### src/sv/ibl_pkg.sv
package ibl_pkg;

    localparam int CAPACITY_DEF = 64;

    localparam int TYPE_W   = 3;
    localparam int POS_W    = 6;
    localparam int BYTE_W   = 8;
    localparam int STATUS_W = 2;
    localparam int COUNT_W  = 7;

    typedef enum logic [TYPE_W-1:0] {
        REQ_APPEND = 3'd0,
        REQ_INSERT = 3'd1,
        REQ_REMOVE = 3'd2,
        REQ_READ   = 3'd3,
        REQ_WRITE  = 3'd4
    } req_t;

    typedef enum logic [STATUS_W-1:0] {
        STAT_OK    = 2'd0,
        STAT_RANGE = 2'd1,
        STAT_FULL  = 2'd2
    } status_t;

    typedef enum logic [2:0] {
        S_IDLE,
        S_DECODE,
        S_SHUP,
        S_INSFIN,
        S_SHDN,
        S_READW,
        S_DONE
    } state_t;

    typedef enum logic [3:0] {
        DP_NONE,
        DP_CAPTURE,
        DP_REJECT,
        DP_APPEND,
        DP_INSERT,
        DP_SHUP_START,
        DP_SHUP_STEP,
        DP_RM_START,
        DP_RM_STEP,
        DP_RM_STEP_LAST,
        DP_RM_LAST,
        DP_WRITE,
        DP_READ_START,
        DP_READ_TAKE,
        DP_LOAD_OUT
    } dp_op_t;

    typedef struct packed {
        dp_op_t  op;
        status_t rej_status;
    } dp_cmd_t;

    typedef struct packed {
        req_t kind;
        logic full;
        logic pos_gt;
        logic pos_eq;
        logic pos_ge;
        logic rm_shift;
        logic up_last;
        logic dn_last;
    } dp_sts_t;

endpackage

### src/sv/indexed_byte_list_with_shift_unit.sv
// A result reaches out_valid once its request is done: read fetches the byte first, insert
// with shift first moves the bytes from position up by one, and remove with shift moves the
// bytes above position down by one. The next result waits while out_ready holds the last one.
// Throughput: one transaction at a time; the next is accepted from the cycle in which out_valid rises,
// the shift moving one byte per cycle through the single write / single read port.
// Reset (rst_n, async, active low) empties the list; element memory is not cleared.
module indexed_byte_list_with_shift_unit #(
    parameter int CAPACITY = ibl_pkg::CAPACITY_DEF
) (
    input  logic                         clk,
    input  logic                         rst_n,
    input  logic                         in_valid,
    output logic                         in_ready,
    input  logic [ibl_pkg::TYPE_W-1:0]   req_type,
    input  logic [ibl_pkg::POS_W-1:0]    position,
    input  logic [ibl_pkg::BYTE_W-1:0]   byte_in,
    output logic                         out_valid,
    input  logic                         out_ready,
    output logic [ibl_pkg::BYTE_W-1:0]   byte_out,
    output logic [ibl_pkg::STATUS_W-1:0] status,
    output logic [ibl_pkg::COUNT_W-1:0]  count_now
);

    ibl_pkg::dp_cmd_t cmd;
    ibl_pkg::dp_sts_t sts;

    ibl_ctrl u_ctrl (
        .clk       (clk),
        .rst_n     (rst_n),
        .in_valid  (in_valid),
        .in_ready  (in_ready),
        .out_valid (out_valid),
        .out_ready (out_ready),
        .sts       (sts),
        .cmd       (cmd)
    );

    ibl_datapath #(
        .CAPACITY (CAPACITY)
    ) u_datapath (
        .clk       (clk),
        .rst_n     (rst_n),
        .req_type  (req_type),
        .position  (position),
        .byte_in   (byte_in),
        .cmd       (cmd),
        .sts       (sts),
        .byte_out  (byte_out),
        .status    (status),
        .count_now (count_now)
    );

endmodule

### src/sv/ibl_datapath.sv
module ibl_datapath #(
    parameter int CAPACITY = ibl_pkg::CAPACITY_DEF
) (
    input  logic                         clk,
    input  logic                         rst_n,
    input  logic [ibl_pkg::TYPE_W-1:0]   req_type,
    input  logic [ibl_pkg::POS_W-1:0]    position,
    input  logic [ibl_pkg::BYTE_W-1:0]   byte_in,
    input  ibl_pkg::dp_cmd_t             cmd,
    output ibl_pkg::dp_sts_t             sts,
    output logic [ibl_pkg::BYTE_W-1:0]   byte_out,
    output logic [ibl_pkg::STATUS_W-1:0] status,
    output logic [ibl_pkg::COUNT_W-1:0]  count_now
);

    localparam int AW = (CAPACITY > 1) ? $clog2(CAPACITY) : 1;
    localparam int CW = $clog2(CAPACITY + 1);
    localparam int EW = ((CW > ibl_pkg::POS_W) ? CW : ibl_pkg::POS_W) + 1;

    logic [ibl_pkg::BYTE_W-1:0] store_mem [CAPACITY];
    logic [ibl_pkg::BYTE_W-1:0] rd_data_reg;

    ibl_pkg::req_t               kind_reg, kind_next;
    logic [ibl_pkg::POS_W-1:0]   pos_reg, pos_next;
    logic [ibl_pkg::BYTE_W-1:0]  byte_reg, byte_next;
    logic [CW-1:0]               count_reg, count_next;
    logic [AW-1:0]               ptr_reg, ptr_next;
    logic [ibl_pkg::BYTE_W-1:0]  res_byte_reg, res_byte_next;
    ibl_pkg::status_t            res_status_reg, res_status_next;
    logic [ibl_pkg::BYTE_W-1:0]  byte_out_reg, byte_out_next;
    ibl_pkg::status_t            status_reg, status_next;
    logic [ibl_pkg::COUNT_W-1:0] count_now_reg, count_now_next;

    logic                        we, re;
    logic [AW-1:0]               waddr, raddr;
    logic [ibl_pkg::BYTE_W-1:0]  wdata;

    logic [EW-1:0] pos_x, cnt_x, ptr_x;
    logic [AW-1:0] pos_addr, cnt_addr;

    assign pos_x    = EW'(pos_reg);
    assign cnt_x    = EW'(count_reg);
    assign ptr_x    = EW'(ptr_reg);
    assign pos_addr = AW'(pos_x);
    assign cnt_addr = AW'(cnt_x);

    always_comb
    begin
        sts.kind     = kind_reg;
        sts.full     = (count_reg == CW'(CAPACITY));
        sts.pos_gt   = (pos_x > cnt_x);
        sts.pos_eq   = (pos_x == cnt_x);
        sts.pos_ge   = (pos_x >= cnt_x);
        sts.rm_shift = ((pos_x + EW'(1)) < cnt_x);
        sts.up_last  = ((ptr_x - EW'(1)) == pos_x);
        sts.dn_last  = ((ptr_x + EW'(2)) >= cnt_x);
    end

    always_comb
    begin
        kind_next       = kind_reg;
        pos_next        = pos_reg;
        byte_next       = byte_reg;
        count_next      = count_reg;
        ptr_next        = ptr_reg;
        res_byte_next   = res_byte_reg;
        res_status_next = res_status_reg;
        byte_out_next   = byte_out_reg;
        status_next     = status_reg;
        count_now_next  = count_now_reg;
        we              = 1'b0;
        re              = 1'b0;
        waddr           = pos_addr;
        raddr           = pos_addr;
        wdata           = byte_reg;
        case (cmd.op)
            ibl_pkg::DP_CAPTURE:
            begin
                kind_next       = ibl_pkg::req_t'(req_type);
                pos_next        = position;
                byte_next       = byte_in;
                res_byte_next   = '0;
                res_status_next = ibl_pkg::STAT_OK;
            end
            ibl_pkg::DP_REJECT:
            begin
                res_status_next = cmd.rej_status;
            end
            ibl_pkg::DP_APPEND:
            begin
                we         = 1'b1;
                waddr      = cnt_addr;
                count_next = count_reg + CW'(1);
            end
            ibl_pkg::DP_INSERT:
            begin
                we         = 1'b1;
                count_next = count_reg + CW'(1);
            end
            ibl_pkg::DP_SHUP_START:
            begin
                ptr_next = cnt_addr;
                re       = 1'b1;
                raddr    = cnt_addr - AW'(1);
            end
            // move one byte up, fetch the one below it
            ibl_pkg::DP_SHUP_STEP:
            begin
                we       = 1'b1;
                waddr    = ptr_reg;
                wdata    = rd_data_reg;
                ptr_next = ptr_reg - AW'(1);
                re       = 1'b1;
                raddr    = ptr_reg - AW'(2);
            end
            ibl_pkg::DP_RM_START:
            begin
                ptr_next = pos_addr;
                re       = 1'b1;
                raddr    = pos_addr + AW'(1);
            end
            ibl_pkg::DP_RM_STEP,
            ibl_pkg::DP_RM_STEP_LAST:
            begin
                we       = 1'b1;
                waddr    = ptr_reg;
                wdata    = rd_data_reg;
                ptr_next = ptr_reg + AW'(1);
                re       = 1'b1;
                raddr    = ptr_reg + AW'(2);
                if (cmd.op == ibl_pkg::DP_RM_STEP_LAST)
                begin
                    count_next = count_reg - CW'(1);
                end
            end
            ibl_pkg::DP_RM_LAST:
            begin
                count_next = count_reg - CW'(1);
            end
            ibl_pkg::DP_WRITE:
            begin
                we = 1'b1;
            end
            ibl_pkg::DP_READ_START:
            begin
                re = 1'b1;
            end
            ibl_pkg::DP_READ_TAKE:
            begin
                res_byte_next = rd_data_reg;
            end
            ibl_pkg::DP_LOAD_OUT:
            begin
                byte_out_next  = res_byte_reg;
                status_next    = res_status_reg;
                count_now_next = ibl_pkg::COUNT_W'(count_reg);
            end
            default:
            begin
            end
        endcase
    end

    always_ff @(posedge clk)
    begin
        if (we)
        begin
            store_mem[waddr] <= wdata;
        end
        if (re)
        begin
            rd_data_reg <= store_mem[raddr];
        end
    end

    always_ff @(posedge clk or negedge rst_n)
    begin
        if (!rst_n)
        begin
            count_reg <= '0;
        end
        else
        begin
            count_reg <= count_next;
        end
    end

    always_ff @(posedge clk)
    begin
        kind_reg       <= kind_next;
        pos_reg        <= pos_next;
        byte_reg       <= byte_next;
        ptr_reg        <= ptr_next;
        res_byte_reg   <= res_byte_next;
        res_status_reg <= res_status_next;
        byte_out_reg   <= byte_out_next;
        status_reg     <= status_next;
        count_now_reg  <= count_now_next;
    end

    assign byte_out  = byte_out_reg;
    assign status    = status_reg;
    assign count_now = count_now_reg;

endmodule

### src/sv/ibl_ctrl.sv
module ibl_ctrl (
    input  logic             clk,
    input  logic             rst_n,
    input  logic             in_valid,
    output logic             in_ready,
    output logic             out_valid,
    input  logic             out_ready,
    input  ibl_pkg::dp_sts_t sts,
    output ibl_pkg::dp_cmd_t cmd
);

    ibl_pkg::state_t state_reg, state_next;
    logic            out_valid_reg, out_valid_next;

    always_ff @(posedge clk or negedge rst_n)
    begin
        if (!rst_n)
        begin
            state_reg     <= ibl_pkg::S_IDLE;
            out_valid_reg <= 1'b0;
        end
        else
        begin
            state_reg     <= state_next;
            out_valid_reg <= out_valid_next;
        end
    end

    always_comb
    begin
        state_next     = state_reg;
        out_valid_next = out_valid_reg && !out_ready;
        in_ready       = 1'b0;
        cmd.op         = ibl_pkg::DP_NONE;
        cmd.rej_status = ibl_pkg::STAT_RANGE;
        case (state_reg)
            ibl_pkg::S_IDLE:
            begin
                in_ready = 1'b1;
                if (in_valid)
                begin
                    cmd.op     = ibl_pkg::DP_CAPTURE;
                    state_next = ibl_pkg::S_DECODE;
                end
            end
            ibl_pkg::S_DECODE:
            begin
                state_next = ibl_pkg::S_DONE;
                case (sts.kind)
                    ibl_pkg::REQ_APPEND:
                    begin
                        if (sts.full)
                        begin
                            cmd.op         = ibl_pkg::DP_REJECT;
                            cmd.rej_status = ibl_pkg::STAT_FULL;
                        end
                        else
                        begin
                            cmd.op = ibl_pkg::DP_APPEND;
                        end
                    end
                    ibl_pkg::REQ_INSERT:
                    begin
                        if (sts.full)
                        begin
                            cmd.op         = ibl_pkg::DP_REJECT;
                            cmd.rej_status = ibl_pkg::STAT_FULL;
                        end
                        else if (sts.pos_gt)
                        begin
                            cmd.op = ibl_pkg::DP_REJECT;
                        end
                        else if (sts.pos_eq)
                        begin
                            cmd.op = ibl_pkg::DP_INSERT;
                        end
                        else
                        begin
                            cmd.op     = ibl_pkg::DP_SHUP_START;
                            state_next = ibl_pkg::S_SHUP;
                        end
                    end
                    ibl_pkg::REQ_REMOVE:
                    begin
                        if (sts.pos_ge)
                        begin
                            cmd.op = ibl_pkg::DP_REJECT;
                        end
                        else if (sts.rm_shift)
                        begin
                            cmd.op     = ibl_pkg::DP_RM_START;
                            state_next = ibl_pkg::S_SHDN;
                        end
                        else
                        begin
                            cmd.op = ibl_pkg::DP_RM_LAST;
                        end
                    end
                    ibl_pkg::REQ_READ:
                    begin
                        if (sts.pos_ge)
                        begin
                            cmd.op = ibl_pkg::DP_REJECT;
                        end
                        else
                        begin
                            cmd.op     = ibl_pkg::DP_READ_START;
                            state_next = ibl_pkg::S_READW;
                        end
                    end
                    ibl_pkg::REQ_WRITE:
                    begin
                        if (sts.pos_ge)
                        begin
                            cmd.op = ibl_pkg::DP_REJECT;
                        end
                        else
                        begin
                            cmd.op = ibl_pkg::DP_WRITE;
                        end
                    end
                    default:
                    begin
                        cmd.op = ibl_pkg::DP_REJECT;
                    end
                endcase
            end
            ibl_pkg::S_SHUP:
            begin
                cmd.op = ibl_pkg::DP_SHUP_STEP;
                if (sts.up_last)
                begin
                    state_next = ibl_pkg::S_INSFIN;
                end
            end
            ibl_pkg::S_INSFIN:
            begin
                cmd.op     = ibl_pkg::DP_INSERT;
                state_next = ibl_pkg::S_DONE;
            end
            ibl_pkg::S_SHDN:
            begin
                if (sts.dn_last)
                begin
                    cmd.op     = ibl_pkg::DP_RM_STEP_LAST;
                    state_next = ibl_pkg::S_DONE;
                end
                else
                begin
                    cmd.op = ibl_pkg::DP_RM_STEP;
                end
            end
            ibl_pkg::S_READW:
            begin
                cmd.op     = ibl_pkg::DP_READ_TAKE;
                state_next = ibl_pkg::S_DONE;
            end
            ibl_pkg::S_DONE:
            begin
                // output register free, or emptied this cycle
                if (!out_valid_reg || out_ready)
                begin
                    cmd.op         = ibl_pkg::DP_LOAD_OUT;
                    out_valid_next = 1'b1;
                    state_next     = ibl_pkg::S_IDLE;
                end
            end
            default:
            begin
                state_next = ibl_pkg::S_IDLE;
            end
        endcase
    end

    assign out_valid = out_valid_reg;

endmodule
### config.mk
export PLATFORM = sky130hd
export DESIGN_NAME = indexed_byte_list_with_shift_unit
export DESIGN_NICKNAME = d
export VERILOG_FILES = /design/src/sv/ibl_pkg.sv /design/src/sv/indexed_byte_list_with_shift_unit.sv /design/src/sv/ibl_datapath.sv /design/src/sv/ibl_ctrl.sv
export SDC_FILE = /design/constraint.sdc
export NUM_CORES = 1
export LEC_CHECK = 0
export ABC_CLOCK_PERIOD_IN_PS = 10060
export BUFFER_PORTS_ARGS = -buffer_cell sky130_fd_sc_hd__buf_2
export CAP_MARGIN = 10
export CORE_MARGIN = 3
export CORE_UTILIZATION = 45
export CTS_BUF_LIST = sky130_fd_sc_hd__clkbuf_8
export CTS_CLUSTER_DIAMETER = 40
export DETAILED_ROUTE_END_ITERATION = 10
export PLACE_DENSITY_LB_ADDON = 0.08
export SYNTH_ARGS = -nofsm -noshare
export SYNTH_HDL_FRONTEND = slang
export SYNTH_SLANG_ARGS = --single-unit
### constraint.sdc
create_clock -name clk -period 10.06 [get_ports clk]
set_input_delay 1.509 -clock clk [delete_from_list [all_inputs] [get_ports clk]]
set_output_delay 1.509 -clock clk [all_outputs]
set_load 0.1 [all_outputs]
==> flow_summary.ini <==
[run_status]
status = complete, no violations

[floorplanning]
die_height_um = 241
die_width_um = 241
placementRows = 85
io-pin-count = 40
floorplan.initialDensity_pct = 45.7
fp.dieArea_um2 = 58000
floorplan.core_area_um2 = 54200

[logic_synthesis]
syn_inst = 1740
yosys-top-cells-area = sky130_fd_sc_hd__edfxtp_1, sky130_fd_sc_hd__nand2_1, sky130_fd_sc_hd__mux2i_1
yosysTopAreaCell = sky130_fd_sc_hd__edfxtp_1
synth-seq-area-share_pct = 70.1
yosys-top-cells-count = sky130_fd_sc_hd__edfxtp_1, sky130_fd_sc_hd__nand2_1, sky130_fd_sc_hd__nor2_1, sky130_fd_sc_hd__a21oi_1, sky130_fd_sc_hd__mux2i_1
mappedNetlistNets = 1799
synth_edf_count = 570
synthMostInstantiatedCell = sky130_fd_sc_hd__edfxtp_1
yosys.cell_types.count = 85
async_reset_ff_share_pct = 1.89
synthesis.area_um2 = 24800
synth_largest_type_area_fraction_pct = 69.0
synth_flop_cell = sky130_fd_sc_hd__edfxtp_1
synth_warnings = 0
syn-mean-instance-area_um2 = 14.3
synth-seq-cells = 581

[timing]
finalClockSkew_ps = 24.9
final-hold-violation-count = 0
timing_max_transition_violations_final = 0
finalSetupViolCount = 0
slew_headroom_pct = 29.6
rsz0062_at_grt = no
finalSetupTns_ps = 0
finalWorstPathRequiredPeriod_ps = 6740
timing.fmax_mhz = 148
post-route-period-util_pct = 67.0
slew_at_the_pin_closest_to_its_max_slew_limit_ps = 1050

[detailed_routing]
drtPass1Iterations = 7
route.vias.total = 15000
postRouteAntennaNets = 0
drt-vias-per-instance = 5.79
drcViolationCount = 0
totalWireLength_mm = 67.2
routed_wire_length_per_instance_um = 25.9
dr.first_iter.drc_count = 1421

[cells_and_area]
fill_cells = 4668
largest_reg_flops = 512
fraction_of_layout_cells_with_a_size_suffix_above_1_pct = 14.0
area.sequential_um2 = 17400
multiInputGateArea_um2 = 6930
finalInstanceArea_um2 = 27600
final_nets = 1877
antennaDiodeCount = 0
area_delta_synth_final_pct = 11.1
non_filler_cells_in_the_finished_layout = 2595
largest_register = u_datapath.store_mem

[worst_setup_path]
worst_ep_arrival_time_ps = 7300
startpoint_class = flop
crit_path_end_kind = flop
worst_ep_required_time_ps = 10610
crit_type = reg -> reg
critical_path_peak_fanout = 42

[clocking]
cts_made_buffers = 103
cts_hold_buf = 0
clock_tree.htree_level_count = 3
clk_transition_reported_paths_ps = 60
tritoncts = done
cts_resized = 0
clockRootBuffer = sky130_fd_sc_hd__clkbuf_8
cts_max_path_buffers = 3
clk-insertion-delay-late_ps = 690
clock_sinks = 581
cts_setup_buffers = 0

[global_routing]
number_of_global_route_vias_before_repair = 14600
groute.usage.overall_pct = 23.4
globalRoute.totalOverflow = 0
antenna_found_initial = 0
grt_start_max_net_pins = 128
grt_pass1_wl_mm = 99.1

[placement]
place_inst = 2409
routabilityCongestion = 0.890
io_buffers = 39
dpl-instance-area_um2 = 25600
post-dp-hpwl_mm = 41.8

[worst_hold_path]
hold_class = reg -> reg

[run]
maxCapViolCount = 0
-- path summary, 6_finish.rpt --
check	endpoint	depth (start not counted)	from	slack, ps
worst max-delay path	u_datapath.rd_data_reg[2]$_DFFE_PP_	17	u_datapath.pos_addr[1]$_DFFE_PP_	3320
worst max register to register	u_datapath.rd_data_reg[2]$_DFFE_PP_	17	u_datapath.pos_addr[1]$_DFFE_PP_	3320
worst min-delay path	u_datapath.byte_out[7]$_DFFE_PN_	0	u_datapath.res_byte_reg[7]$_SDFFCE_PN0P_	410
max in group asynchronous	u_ctrl.state_reg[2]$_DFFE_PN0P_	1	rst_n	9140
min in group asynchronous	u_datapath.count_reg[6]$_DFFE_PN0P_	1	rst_n	690
worst min register to register	u_datapath.byte_out[7]$_DFFE_PN_	0	u_datapath.res_byte_reg[7]$_SDFFCE_PN0P_	410
-- cell type report --
class,count,area share [%]
repair buffers,60,1.33
clock inverters,78,1.66
inverters,19,0.259
well taps,696,3.16
clock buffers,108,5.39
multi-input cells,1053,25.1
flip-flops and latches,581,63.1
-- layout by cell type (no fill, tap or decap), drive strengths merged, types with 9 or more instances in the layout --
cell / count
o2bb2ai: 14
a31oi: 16
nor2: 123
clkbuf: 108
edfxtp: 570
buf: 60
inv: 54
mux2i: 72
dfrtp: 11
nand4: 26
ha: 35
o211ai: 9
mux4: 29
nor2b: 9
xnor2: 28
nand2b: 9
nand2: 300
nand3: 43
a21o: 14
a21oi: 111
clkinv: 32
and3: 11
nor3: 26
and2: 11
a22oi: 20
o21ai: 26
a221o: 10
a221oi: 22
-- worst max-delay path: stages, from the launching register on --
cell	delay, ps
sky130_fd_sc_hd__edfxtp_1	650
sky130_fd_sc_hd__ha_1	310
sky130_fd_sc_hd__nand3_1	110
sky130_fd_sc_hd__xnor2_1	280
sky130_fd_sc_hd__ha_1	280
sky130_fd_sc_hd__and3_1	200
sky130_fd_sc_hd__o2111a_1	160
sky130_fd_sc_hd__or4_4	560
sky130_fd_sc_hd__nor4_4	680
sky130_fd_sc_hd__a311o_2	320
sky130_fd_sc_hd__and3_4	350
sky130_fd_sc_hd__mux2i_4	250
sky130_fd_sc_hd__buf_4	560
sky130_fd_sc_hd__nand2_1	780
sky130_fd_sc_hd__nor2_1	640
sky130_fd_sc_hd__a21oi_1	130
sky130_fd_sc_hd__nand4_1	110
sky130_fd_sc_hd__and4_1	220
-- cells by family after synthesis --
logic type / synth area share (%)
and+or+nand+nor: 10.4
DFF: 70.1
AOI/OAI and AO/OA: 8.40
buffers and inverters: 2.23
muxes: 5.64
adders and majority gates: 2.01
xor gates and xnor gates: 1.20
-- metal layers --
layer,vias up,track usage (%),routed length [um]
met5,-,0,0
met4,0,6.28,1620
met3,107,4.41,4020
met2,501,36.8,31400
met1,7610,33.9,30200
li1,6809,-,-
-- through the flow --
stage | hold slack (ps) | utilization (%) | setup slack (ps)
CTS | 416 | 50.8 | 3360
finish | 414 | 50.8 | 3320
detailed placement | 405 | 47.2 | 3420
floorplan | 400 | - | 5210
global route | 421 | 50.8 | 2990
global placement | 402 | 47.2 | 3220
Power is left out: the tool's default activity adds up to more than one toggle a clock period on the data nets, which glitch-free logic cannot reach.
